<file path="src/wes_pkg.sv">
// Shared types, constants and helpers for the wind estimate store.
`timescale 1ns / 1ps
package wes_pkg;

  localparam int MAX_ENTRIES = 64;
  localparam int IDX_W = (MAX_ENTRIES > 1) ? $clog2(MAX_ENTRIES) : 1;
  localparam int CNT_W = $clog2(MAX_ENTRIES + 1);

  localparam logic [2:0] Q_MAX = 3'd5;
  localparam int QUAL_GAIN = 100;
  localparam int ALT_GAIN = 100;
  localparam int TIME_GAIN = 200;
  localparam int FAC_A = 2 * ALT_GAIN;
  localparam int FAC_T = 2 * TIME_GAIN;
  localparam int Q_SCALE = QUAL_GAIN / 5;

  localparam int WQ_W  = 14;                    // q*20*a, at most 10000
  localparam int W_W   = 21;                    // weight, at most 2000000
  localparam int TOT_W = W_W + CNT_W;
  localparam int SUM_W = 16 + W_W + CNT_W;
  localparam int DIV_W = 48;
  localparam int DIV_SH_W = 64;
  localparam int QUO_W = 16;
  localparam int SHORT_STEPS = 8;
  localparam int STEP_W = $clog2(QUO_W);

  localparam logic [15:0] ALT_RANGE_RST  = 16'd1000;
  localparam logic [15:0] TIME_RANGE_RST = 16'd3600;

  // Configuration register indexes
  localparam logic REG_ALT_RANGE  = 1'b0;
  localparam logic REG_TIME_RANGE = 1'b1;

  // Divider operand selects
  localparam logic [1:0] DIV_A = 2'd0;
  localparam logic [1:0] DIV_T = 2'd1;
  localparam logic [1:0] DIV_X = 2'd2;
  localparam logic [1:0] DIV_Y = 2'd3;

  typedef struct packed {
    logic signed [15:0] east;
    logic signed [15:0] north;
    logic signed [15:0] alt;
    logic [31:0]        tstamp;
    logic [2:0]         qual;
  } entry_t;

  typedef struct packed {
    logic       load_in;
    logic       mem_wr;
    logic       mem_rd;
    logic       scan_init;
    logic       scan_eval;
    logic       idx_dec;
    logic       idx_inc;
    logic       q_init;
    logic       q_eval;
    logic       m1;
    logic       m2;
    logic       m3;
    logic       div_start;
    logic [1:0] div_sel;
    logic       aq_load;
    logic       tq_load;
    logic       w1;
    logic       w2;
    logic       acc1;
    logic       acc2;
    logic       mx_load;
    logic       my_load;
    logic       out_load;
  } cmd_t;

  typedef struct packed {
    logic op_query;
    logic full;
    logic count_zero;
    logic idx_zero;
    logic idx_last;
    logic qual;
    logic div_done;
    logic tot_nz;
    logic out_free;
  } sts_t;

  // Eviction penalty 600*(6-q)
  function automatic logic [11:0] quality_penalty(input logic [2:0] q);
    logic [11:0] p;
    case (q)
      3'd0:    p = 12'd3600;
      3'd1:    p = 12'd3000;
      3'd2:    p = 12'd2400;
      3'd3:    p = 12'd1800;
      3'd4:    p = 12'd1200;
      3'd5:    p = 12'd600;
      default: p = 12'd0;
    endcase
    return p;
  endfunction

endpackage

</file>
<file path="src/wes_ctrl.sv">
// Sequencer for add, eviction scan and weighted mean query.
`timescale 1ns / 1ps
module wes_ctrl
  import wes_pkg::*;
(
  input  logic clk_i,
  input  logic rst_ni,
  input  logic in_valid_i,
  output logic in_ready_o,
  input  sts_t sts_i,
  output cmd_t cmd_o
);

  localparam logic [4:0] S_IDLE  = 5'd0;
  localparam logic [4:0] S_DISP  = 5'd1;
  localparam logic [4:0] S_WR    = 5'd2;
  localparam logic [4:0] S_EINIT = 5'd3;
  localparam logic [4:0] S_ERD   = 5'd4;
  localparam logic [4:0] S_EEV   = 5'd5;
  localparam logic [4:0] S_QINIT = 5'd6;
  localparam logic [4:0] S_QRD   = 5'd7;
  localparam logic [4:0] S_QEV   = 5'd8;
  localparam logic [4:0] S_M1    = 5'd9;
  localparam logic [4:0] S_M2    = 5'd10;
  localparam logic [4:0] S_M3    = 5'd11;
  localparam logic [4:0] S_DA    = 5'd12;
  localparam logic [4:0] S_DAW   = 5'd13;
  localparam logic [4:0] S_DTW   = 5'd14;
  localparam logic [4:0] S_W1    = 5'd15;
  localparam logic [4:0] S_W2    = 5'd16;
  localparam logic [4:0] S_AC1   = 5'd17;
  localparam logic [4:0] S_AC2   = 5'd18;
  localparam logic [4:0] S_NEXT  = 5'd19;
  localparam logic [4:0] S_FIN   = 5'd20;
  localparam logic [4:0] S_FXW   = 5'd21;
  localparam logic [4:0] S_FYW   = 5'd22;
  localparam logic [4:0] S_OUT   = 5'd23;

  logic [4:0] state_q, state_d;

  always_ff @(posedge clk_i or negedge rst_ni) begin
    if (!rst_ni) begin
      state_q <= S_IDLE;
    end else begin
      state_q <= state_d;
    end
  end

  assign in_ready_o = (state_q == S_IDLE);

  always_comb begin
    state_d = state_q;
    cmd_o   = '0;
    case (state_q)
      S_IDLE: begin
        if (in_valid_i) begin
          cmd_o.load_in = 1'b1;
          state_d = S_DISP;
        end
      end
      S_DISP: begin
        if (sts_i.op_query) begin
          state_d = S_QINIT;
        end else if (sts_i.full) begin
          state_d = S_EINIT;
        end else begin
          state_d = S_WR;
        end
      end
      S_WR: begin
        cmd_o.mem_wr = 1'b1;
        state_d = S_IDLE;
      end
      S_EINIT: begin
        cmd_o.scan_init = 1'b1;
        state_d = S_ERD;
      end
      S_ERD: begin
        cmd_o.mem_rd = 1'b1;
        state_d = S_EEV;
      end
      S_EEV: begin
        cmd_o.scan_eval = 1'b1;
        if (sts_i.idx_zero) begin
          state_d = S_WR;
        end else begin
          cmd_o.idx_dec = 1'b1;
          state_d = S_ERD;
        end
      end
      S_QINIT: begin
        cmd_o.q_init = 1'b1;
        state_d = sts_i.count_zero ? S_FIN : S_QRD;
      end
      S_QRD: begin
        cmd_o.mem_rd = 1'b1;
        state_d = S_QEV;
      end
      S_QEV: begin
        cmd_o.q_eval = 1'b1;
        state_d = S_M1;
      end
      S_M1: begin
        if (sts_i.qual) begin
          cmd_o.m1 = 1'b1;
          state_d = S_M2;
        end else begin
          state_d = S_NEXT;
        end
      end
      S_M2: begin
        cmd_o.m2 = 1'b1;
        state_d = S_M3;
      end
      S_M3: begin
        cmd_o.m3 = 1'b1;
        state_d = S_DA;
      end
      S_DA: begin
        cmd_o.div_start = 1'b1;
        cmd_o.div_sel   = DIV_A;
        state_d = S_DAW;
      end
      S_DAW: begin
        if (sts_i.div_done) begin
          cmd_o.aq_load   = 1'b1;
          cmd_o.div_start = 1'b1;
          cmd_o.div_sel   = DIV_T;
          state_d = S_DTW;
        end
      end
      S_DTW: begin
        if (sts_i.div_done) begin
          cmd_o.tq_load = 1'b1;
          state_d = S_W1;
        end
      end
      S_W1: begin
        cmd_o.w1 = 1'b1;
        state_d = S_W2;
      end
      S_W2: begin
        cmd_o.w2 = 1'b1;
        state_d = S_AC1;
      end
      S_AC1: begin
        cmd_o.acc1 = 1'b1;
        state_d = S_AC2;
      end
      S_AC2: begin
        cmd_o.acc2 = 1'b1;
        state_d = S_NEXT;
      end
      S_NEXT: begin
        if (sts_i.idx_last) begin
          state_d = S_FIN;
        end else begin
          cmd_o.idx_inc = 1'b1;
          state_d = S_QRD;
        end
      end
      S_FIN: begin
        if (sts_i.tot_nz) begin
          cmd_o.div_start = 1'b1;
          cmd_o.div_sel   = DIV_X;
          state_d = S_FXW;
        end else begin
          state_d = S_OUT;
        end
      end
      S_FXW: begin
        if (sts_i.div_done) begin
          cmd_o.mx_load   = 1'b1;
          cmd_o.div_start = 1'b1;
          cmd_o.div_sel   = DIV_Y;
          state_d = S_FYW;
        end
      end
      S_FYW: begin
        if (sts_i.div_done) begin
          cmd_o.my_load = 1'b1;
          state_d = S_OUT;
        end
      end
      S_OUT: begin
        // hold until the output register is free
        if (sts_i.out_free) begin
          cmd_o.out_load = 1'b1;
          state_d = S_IDLE;
        end
      end
      default: begin
        state_d = S_IDLE;
      end
    endcase
  end

endmodule

</file>
<file path="config.mk">
export PLATFORM = sky130hd
export DESIGN_NAME = wes_ctrl
export DESIGN_NICKNAME = d
export VERILOG_FILES = /design/src/wes_pkg.sv /design/src/wes_ctrl.sv
export SDC_FILE = /design/constraint.sdc
export NUM_CORES = 1
export LEC_CHECK = 0
export BUFFER_PORTS_ARGS = -buffer_cell sky130_fd_sc_hd__buf_2
export CAP_MARGIN = 25
export CORE_MARGIN = 2
export CORE_UTILIZATION = 45
export DETAILED_ROUTE_END_ITERATION = 12
export GPL_TIMING_DRIVEN = 0
export PLACE_DENSITY = 0.81
export SLEW_MARGIN = 20
export SYNTH_ARGS = -nofsm -noshare
export SYNTH_HDL_FRONTEND = slang
export SYNTH_SLANG_ARGS = --single-unit
</file>
<file path="constraint.sdc">
create_clock -name clk_i -period 2.4 [get_ports clk_i]
set_input_delay 0.48 -clock clk_i [delete_from_list [all_inputs] [get_ports clk_i]]
set_output_delay 0.48 -clock clk_i [all_outputs]
set_load 0.03 [all_outputs]
</file>
# Word-level counts from Yosys, hierarchy flattened
# Cells that the tools add are included.
op_classes:
  reduce_logical: 3
  mux: 44
  eq_ne: 29
ops:
  columns: ["op", "n"]
  rows:
  - ["$pmux W5 S23", 1]
  - ["$mux W5", 10]
  - ["$eq A5 B4 Y1 const B", 8]
  - ["$eq A5 B5 Y1 const B", 8]
  - ["$mux W1", 26]
  - ["$eq A5 B3 Y1 const B", 4]
  - ["$ne A2 B2 Y1 const B", 6]
  - ["$pmux W3 S4", 1]
  - ["$eq A5 B2 Y1 const B", 2]
  - ["$mux W3", 3]
  - ["$reduce_and A6 Y1", 1]
  - ["$eq A5 B1 Y1 const B", 1]
  - ["$logic_not A5 Y1", 1]
  - ["$mux W2", 2]
  - ["$mux W4", 1]
  - ["$reduce_or A2 Y1", 1]
word_totals:
  in_bits: 12
  elab_cells: 77
  reg_bits: 5

# Logic depth before layout (Yosys ltp)
# Gate-level depths: netlist (run 1).
depth:
  word_depth: 3
  mapped_depth: 6

# Least setup slack after synthesis (run 1)
# OpenSTA, ideal clock, no wires.
synth_path:
  kind: "reg2out"
  from: "register state_q[4]"
  to: "output port cmd_o[23] in the netlist's numbering"
  path_stages_with_launch: 5
  arrival_time_ns: 2.069
  required_ns: 1.920
  slack_ns: -0.149
  cell_sequence: "dfrtp_1 buf_4 or3_1 nor3_1 and2_1"
synth_lines:
  columns: ["item", "line", "text"]
  rows:
  - ["from (decl)", "wes_ctrl.sv:39", "logic [4:0] state_q, state_d;"]
  - ["from (signal assigned)", "wes_ctrl.sv:45", "state_q <= state_d;"]
  - ["to (decl)", "wes_ctrl.sv:11", "output cmd_t cmd_o"]

==> results of run 1 <==
## cell families after synthesis
group,after synthesis,share of synthesized area (%)
multiplexers,1,1.29
buffers and inverters,15,9.05
XOR/XNOR,1,1.13
flip-flops,5,16.2
AO/OA/AOI/OAI,30,25.5
AND/OR/NAND/NOR,67,46.9
## stage by stage
stage	utilization, %	setup TNS (ns)	cell area [µm²]	hold slack (ns)	power [mW]
after floorplan	-	-0.149	781	0.184	0.925
after CTS	64.5	0	1010	0.0310	1.27
after detailed placement	62.9	0	981	0.294	1.17
after global routing	64.9	0	1010	0.0312	1.39
final	64.9	0	1010	0.0360	1.28
after global placement	62.9	0	981	0.291	1.15
## layer usage
metal	routed length (µm)	part of all wire (%)	track usage, %	up-vias
li1	-	-	-	513
met1	1120	46	35.7	463
met2	1160	48	42.8	39
met3	154	6.3	5.95	0
met4	0	0	1.76	0
met5	0	0	0	-
## Yosys cell counts, drive strengths merged
master and n:
o211ai 1, o32ai 2, nor3 7, o21bai 1
nor4 5, a31oi 1, nand3 3, or4bb 1
nand2b 6, or3b 5, nand3b 2, dfrtp 5
nor2 16, a2111oi 1, o31ai 2, a211oi 1
xnor2 1, mux2i 1, nor2b 2, nand2 12
or2 1, or4b 1, o311ai 2, nor3b 1
inv 3, o22ai 2, and2 1, a21oi 9
clkbuf 7, or4 1, o41ai 1, o21ai 7
or3 3, buf 5
## timing repair
item,in CTS,in global routing
endpoints found under the setup margin,9,7
gates resized for setup,2,6
gates cloned,0,0
hold buffers,0,0
## worst paths after layout
check                                 from         end  slack (ns)  cells after the start
min in group clk_i                sts_i[8]  state_q[2]        0.60                      4
worst min-delay path                rst_ni  state_q[2]        0.04                      1
worst max-delay path            state_q[4]   cmd_o[11]        0.11                      6
worst min register to register  state_q[1]  state_q[3]        0.87                      3
worst max register to register  state_q[0]  state_q[0]        0.48                      5
max in group asynchronous           rst_ni  state_q[0]        2.24                      1
## cell type report
type / instances / area, µm²
multi-input combinational: 99 / 593
fill: 138 / 547
timing repair buffer: 36 / 180
sequential: 5 / 125
buffer: 10 / 56.3
clock buffer: 4 / 26.3
tap: 16 / 20.0
inverter: 3 / 11.3
## power groups by stage
stage	logic, mW	registers (mW)	clock network (mW)
finish	1.03	0.153	0.0975
global route	1.12	0.159	0.111
CTS	1.01	0.153	0.101
detailed placement	1.01	0.154	0
global placement	1.00	0.151	0
floorplan	0.781	0.144	0
==> flow_summary.yaml, run 1 <==
timing:
  layout_min_cycle_time_ns: 2.29
  finalHoldViolCount: 0
  worst_slew_pin_slew_ns: 0.466
  setup-violations-final: 0
  clock_skew_ns: 0.00413
  slew-limit-headroom_pct: 68.9
  maxSlewViolCount: 0
  rsz0062_at_grt: "false"
  period_share_pct: 95.3
  fin_ws_ns: 0.112
  max_clock_freq_ghz: 0.437
synth:
  netlist.area_leader.share_pct: 16.2
  syn_area_um2: 774
  synth.avg_cell_area_um2: 6.51
  ys_seq_area_share_pct: 16.2
  ys_types: 38
  yosys_register_bits: 5
  syn_nets: 131
  synth_largest_area_cell: "dfrtp_1"
  synthTopCellsByArea: "dfrtp_1, nor2_1, a21oi_1, nand2_1, nand2b_1"
  yosys_warnings: 0
  syn_inst: 119
routing:
  viasPerCell: 5.87
  vias: 1015
  ant_nets: 0
  routed_wl_um: 2440
  drt_iter0_markers: 23
  wl_per_cell_um: 14.1
  first_pass_iters: 4
  drc: 0
global_route:
  grt_pass1_vias: 871
  grt_pass1_wl_um: 3990
  grt_max_degree: 20
  antenna_found_initial: 0
  grt_overflow: 0
  grt_usage_pct: 25.9
layout:
  final_common_cell: "buf_2"
  areaGrowthSynthToFinish_pct: 30.7
  largest_reg_flops: 5
  fin_cells: 173
  layout-drive-gt1-share_pct: 34.4
  num_antenna_cells: 0
  final_cell_mix: "buf_2, nor2_1, nand2_1"
  top_register: "state_q"
  top_regs: "state_q: 5 flops"
  nets: 170
setup_path:
  cpPeakStageDelay_ns: 0.37
  cp_max_fo: 10
  cp_top_family: "buffers and inverters"
  cp.required_ns: 1.92
  crit_path_start_kind: "flop"
  cp-end-kind: "output port"
  cpMaxStageDelayCell: "dfrtp_1"
  critical_path.cell_chain: "buf_4 > clkbuf_1 > nor2b_1 > o21ai_0 > a21oi_1 > buf_2"
  cp.buffers_inverters: 3
  critPathArrivalTime_ns: 1.81
  crit_type: "flop to output port"
floorplanning:
  design.die.area_um2: 2070
  die_w_um: 45.5
  fp-row-count: 14
  die_y_um: 45.5
  initial_core_util_pct: 49.7
  io_pins: 37
  coreArea_um2: 1560
clock_network:
  clock_path_buffers: 2
  cts_root_buf: "clkbuf_4"
  htreeDepth: 1
  numCtsBuffers: 3
  post_cts_buffers: 0
  insertion_delay_ns: 0.24
  clk_pin_slew_ns: 0.04
  cts.sinks: 5
  cts_tree: "built"
placement:
  placed_cells: 171
  dp_hpwl_um: 1930
  buffer_ports.inserted: 36
  pre_cts_slack_ns: 0.0506
  gp_congestion: 0.934
pwr:
  swShare_pct: 57.0
  p_seq_share_pct: 12.0
  ir_drop_mv: 0.732
  clkPwrFrac_pct: 7.6
  power_density_nw_per_um2: 1260
  p_int_uw: 550
  combPwrFrac_pct: 80.4
  p_switching_uw: 728
  p_leak_nw: 0.469
status:
  status: "finished, final reports clean"
flow_run:
  maxCapViolations: 0
hold_path:
  hold_path.class: "input port to asynchronous set/reset pin"
(Power assumes the default switching activity.)
==> run 2, diff against run 1 <==
- CORE_MARGIN: 2 -> unset
- CTS_CLUSTER_DIAMETER: unset -> 100
==> run 2 against run 1 <==
  * The flow now finishes with violations (design-rule violations)
  * Via count is 3.7% higher
  * Register-to-register slack about the same
  * Combinational power is essentially flat
  * Critical path type unchanged
  * Largest power group unchanged
  * Highest routed layer is now met4
==> flow_summary.yaml, run 2 (synthesis gave the netlist of run 1 again) <==
status:
  status: "finished, violations left"
  violations: "design-rule violations"
timing:
  setup-violations-final: 0
  whs_ns: 0.0350
  worst_slew_pin_slew_ns: 0.504
  clock_skew_ns: 0.00447
  slew-limit-headroom_pct: 66.4
  max_clock_freq_ghz: 0.435
  tns_ns: 0
  maxSlewViolCount: 0
  period_share_pct: 95.9
  rsz0062_at_grt: "false"
  finalHoldViolCount: 0
  layout_min_cycle_time_ns: 2.30
pwr:
  p_switching_uw: 747
  power_density_nw_per_um2: 1280
  p_leak_nw: 0.472
  ir_drop_mv: 0.792
  clkPwrFrac_pct: 7.6
  p_seq_share_pct: 11.6
  swShare_pct: 57.5
  p_int_uw: 553
  combPwrFrac_pct: 80.8
clock_network:
  cts.sinks: 5
  post_cts_buffers: 0
  clock_path_buffers: 2
  cts_root_buf: "clkbuf_4"
  insertion_delay_ns: 0.25
  clk_pin_slew_ns: 0.04
  cts_resized: 2
  htreeDepth: 1
  numCtsBuffers: 3
  hold_buffers: 0
  cts_tree: "built"
routing:
  vias: 1053
  viasPerCell: 6.05
  drc: 6
  drt_iter0_markers: 33
  routed_wl_um: 2520
  wl_per_cell_um: 14.5
  first_pass_iters: 8
  ant_nets: 0
setup_path:
  crit_path_start_kind: "flop"
  critPathArrivalTime_ns: 1.82
  crit_type: "flop to output port"
  cp-end-kind: "output port"
  rr_worst_depth: 5
  cp.required_ns: 1.92
  cp_max_fo: 10
floorplanning:
  initial_core_util_pct: 49.7
  fp-row-count: 14
  design.die.area_um2: 1890
  io_pins: 37
  coreArea_um2: 1560
  die_y_um: 43.5
  die_w_um: 43.5
layout:
  fin_cells: 174
  top_regs: "state_q: 5 flops"
  final_cell_mix: "buf_2, nor2_1, nand2_1"
  layout-drive-gt1-share_pct: 34.2
  largest_reg_flops: 5
  fin_area_um2: 1010
  nets: 171
  fin_util_pct: 65.1
  num_antenna_cells: 0
  areaGrowthSynthToFinish_pct: 31.0
  final_common_cell: "buf_2"
  top_register: "state_q"
placement:
  place_area_um2: 981
  placed_cells: 171
  gp_congestion: 0.945
  buffer_ports.inserted: 36
  dp_hpwl_um: 1940
hold_path:
  hold_path.class: "input port to asynchronous set/reset pin"
global_route:
  grt_overflow: 0
  grt_pass1_wl_um: 4050
  grt_max_degree: 20
  antenna_found_initial: 0
  grt_usage_pct: 28.1
  grt_pass1_vias: 882
flow_run:
  maxCapViolations: 0
run 2: layout make-up:
type / count / area, µm²
Inverter: 3 / 11.3
Sequential cell: 5 / 125
Multi-Input combinational cell: 99 / 591
Clock buffer: 4 / 26.3
Fill cell: 152 / 544
Buffer: 11 / 61.3
Tap cell: 16 / 20.0
Timing Repair Buffer: 36 / 180
run 2: routing by layer:
layer  up-vias  share of wire, %  global-route usage [%]
met5         -                 0                       0
met4         0              0.71                    5.63
met3         2                11                    6.25
met2        67                47                    46.7
met1       471                41                    37.7
li1        513                 -                       -
run 2: final timing paths:
path	from	to	slack [ns]
min in group clk_i	sts_i[8]	state_q[2]	0.61
max reg2reg	state_q[0]	state_q[0]	0.49
max	state_q[1]	cmd_o[17]	0.1
min	rst_ni	state_q[0]	0.04
min reg2reg	state_q[1]	state_q[2]	0.86
max in group asynchronous	rst_ni	state_q[1]	2.23
run 2: critical path: stages (launching register included):
cell	delay, ns
dfrtp_1	0.34
buf_2	0.20
buf_1	0.43
nand2_1	0.22
nor3_1	0.17
buf_2	0.22
run 2: stage by stage:
stage	worst slack (ns)	power [mW]
2_1_floorplan	-0.149	0.925
3_3_place_gp	0.0941	1.15
3_5_place_dp	0.0752	1.18
4_1_cts	0.0400	1.28
5_1_grt	0.0127	1.40
6_report	0.0995	1.30
run 2: power by group through the flow:
stage	Sequential [mW]	Clock (mW)	Combinational, mW
2_1_floorplan	0.144	0	0.781
3_3_place_gp	0.150	0	1.00
3_5_place_dp	0.153	0	1.02
4_1_cts	0.152	0.101	1.02
5_1_grt	0.156	0.111	1.13
6_report	0.151	0.0983	1.05
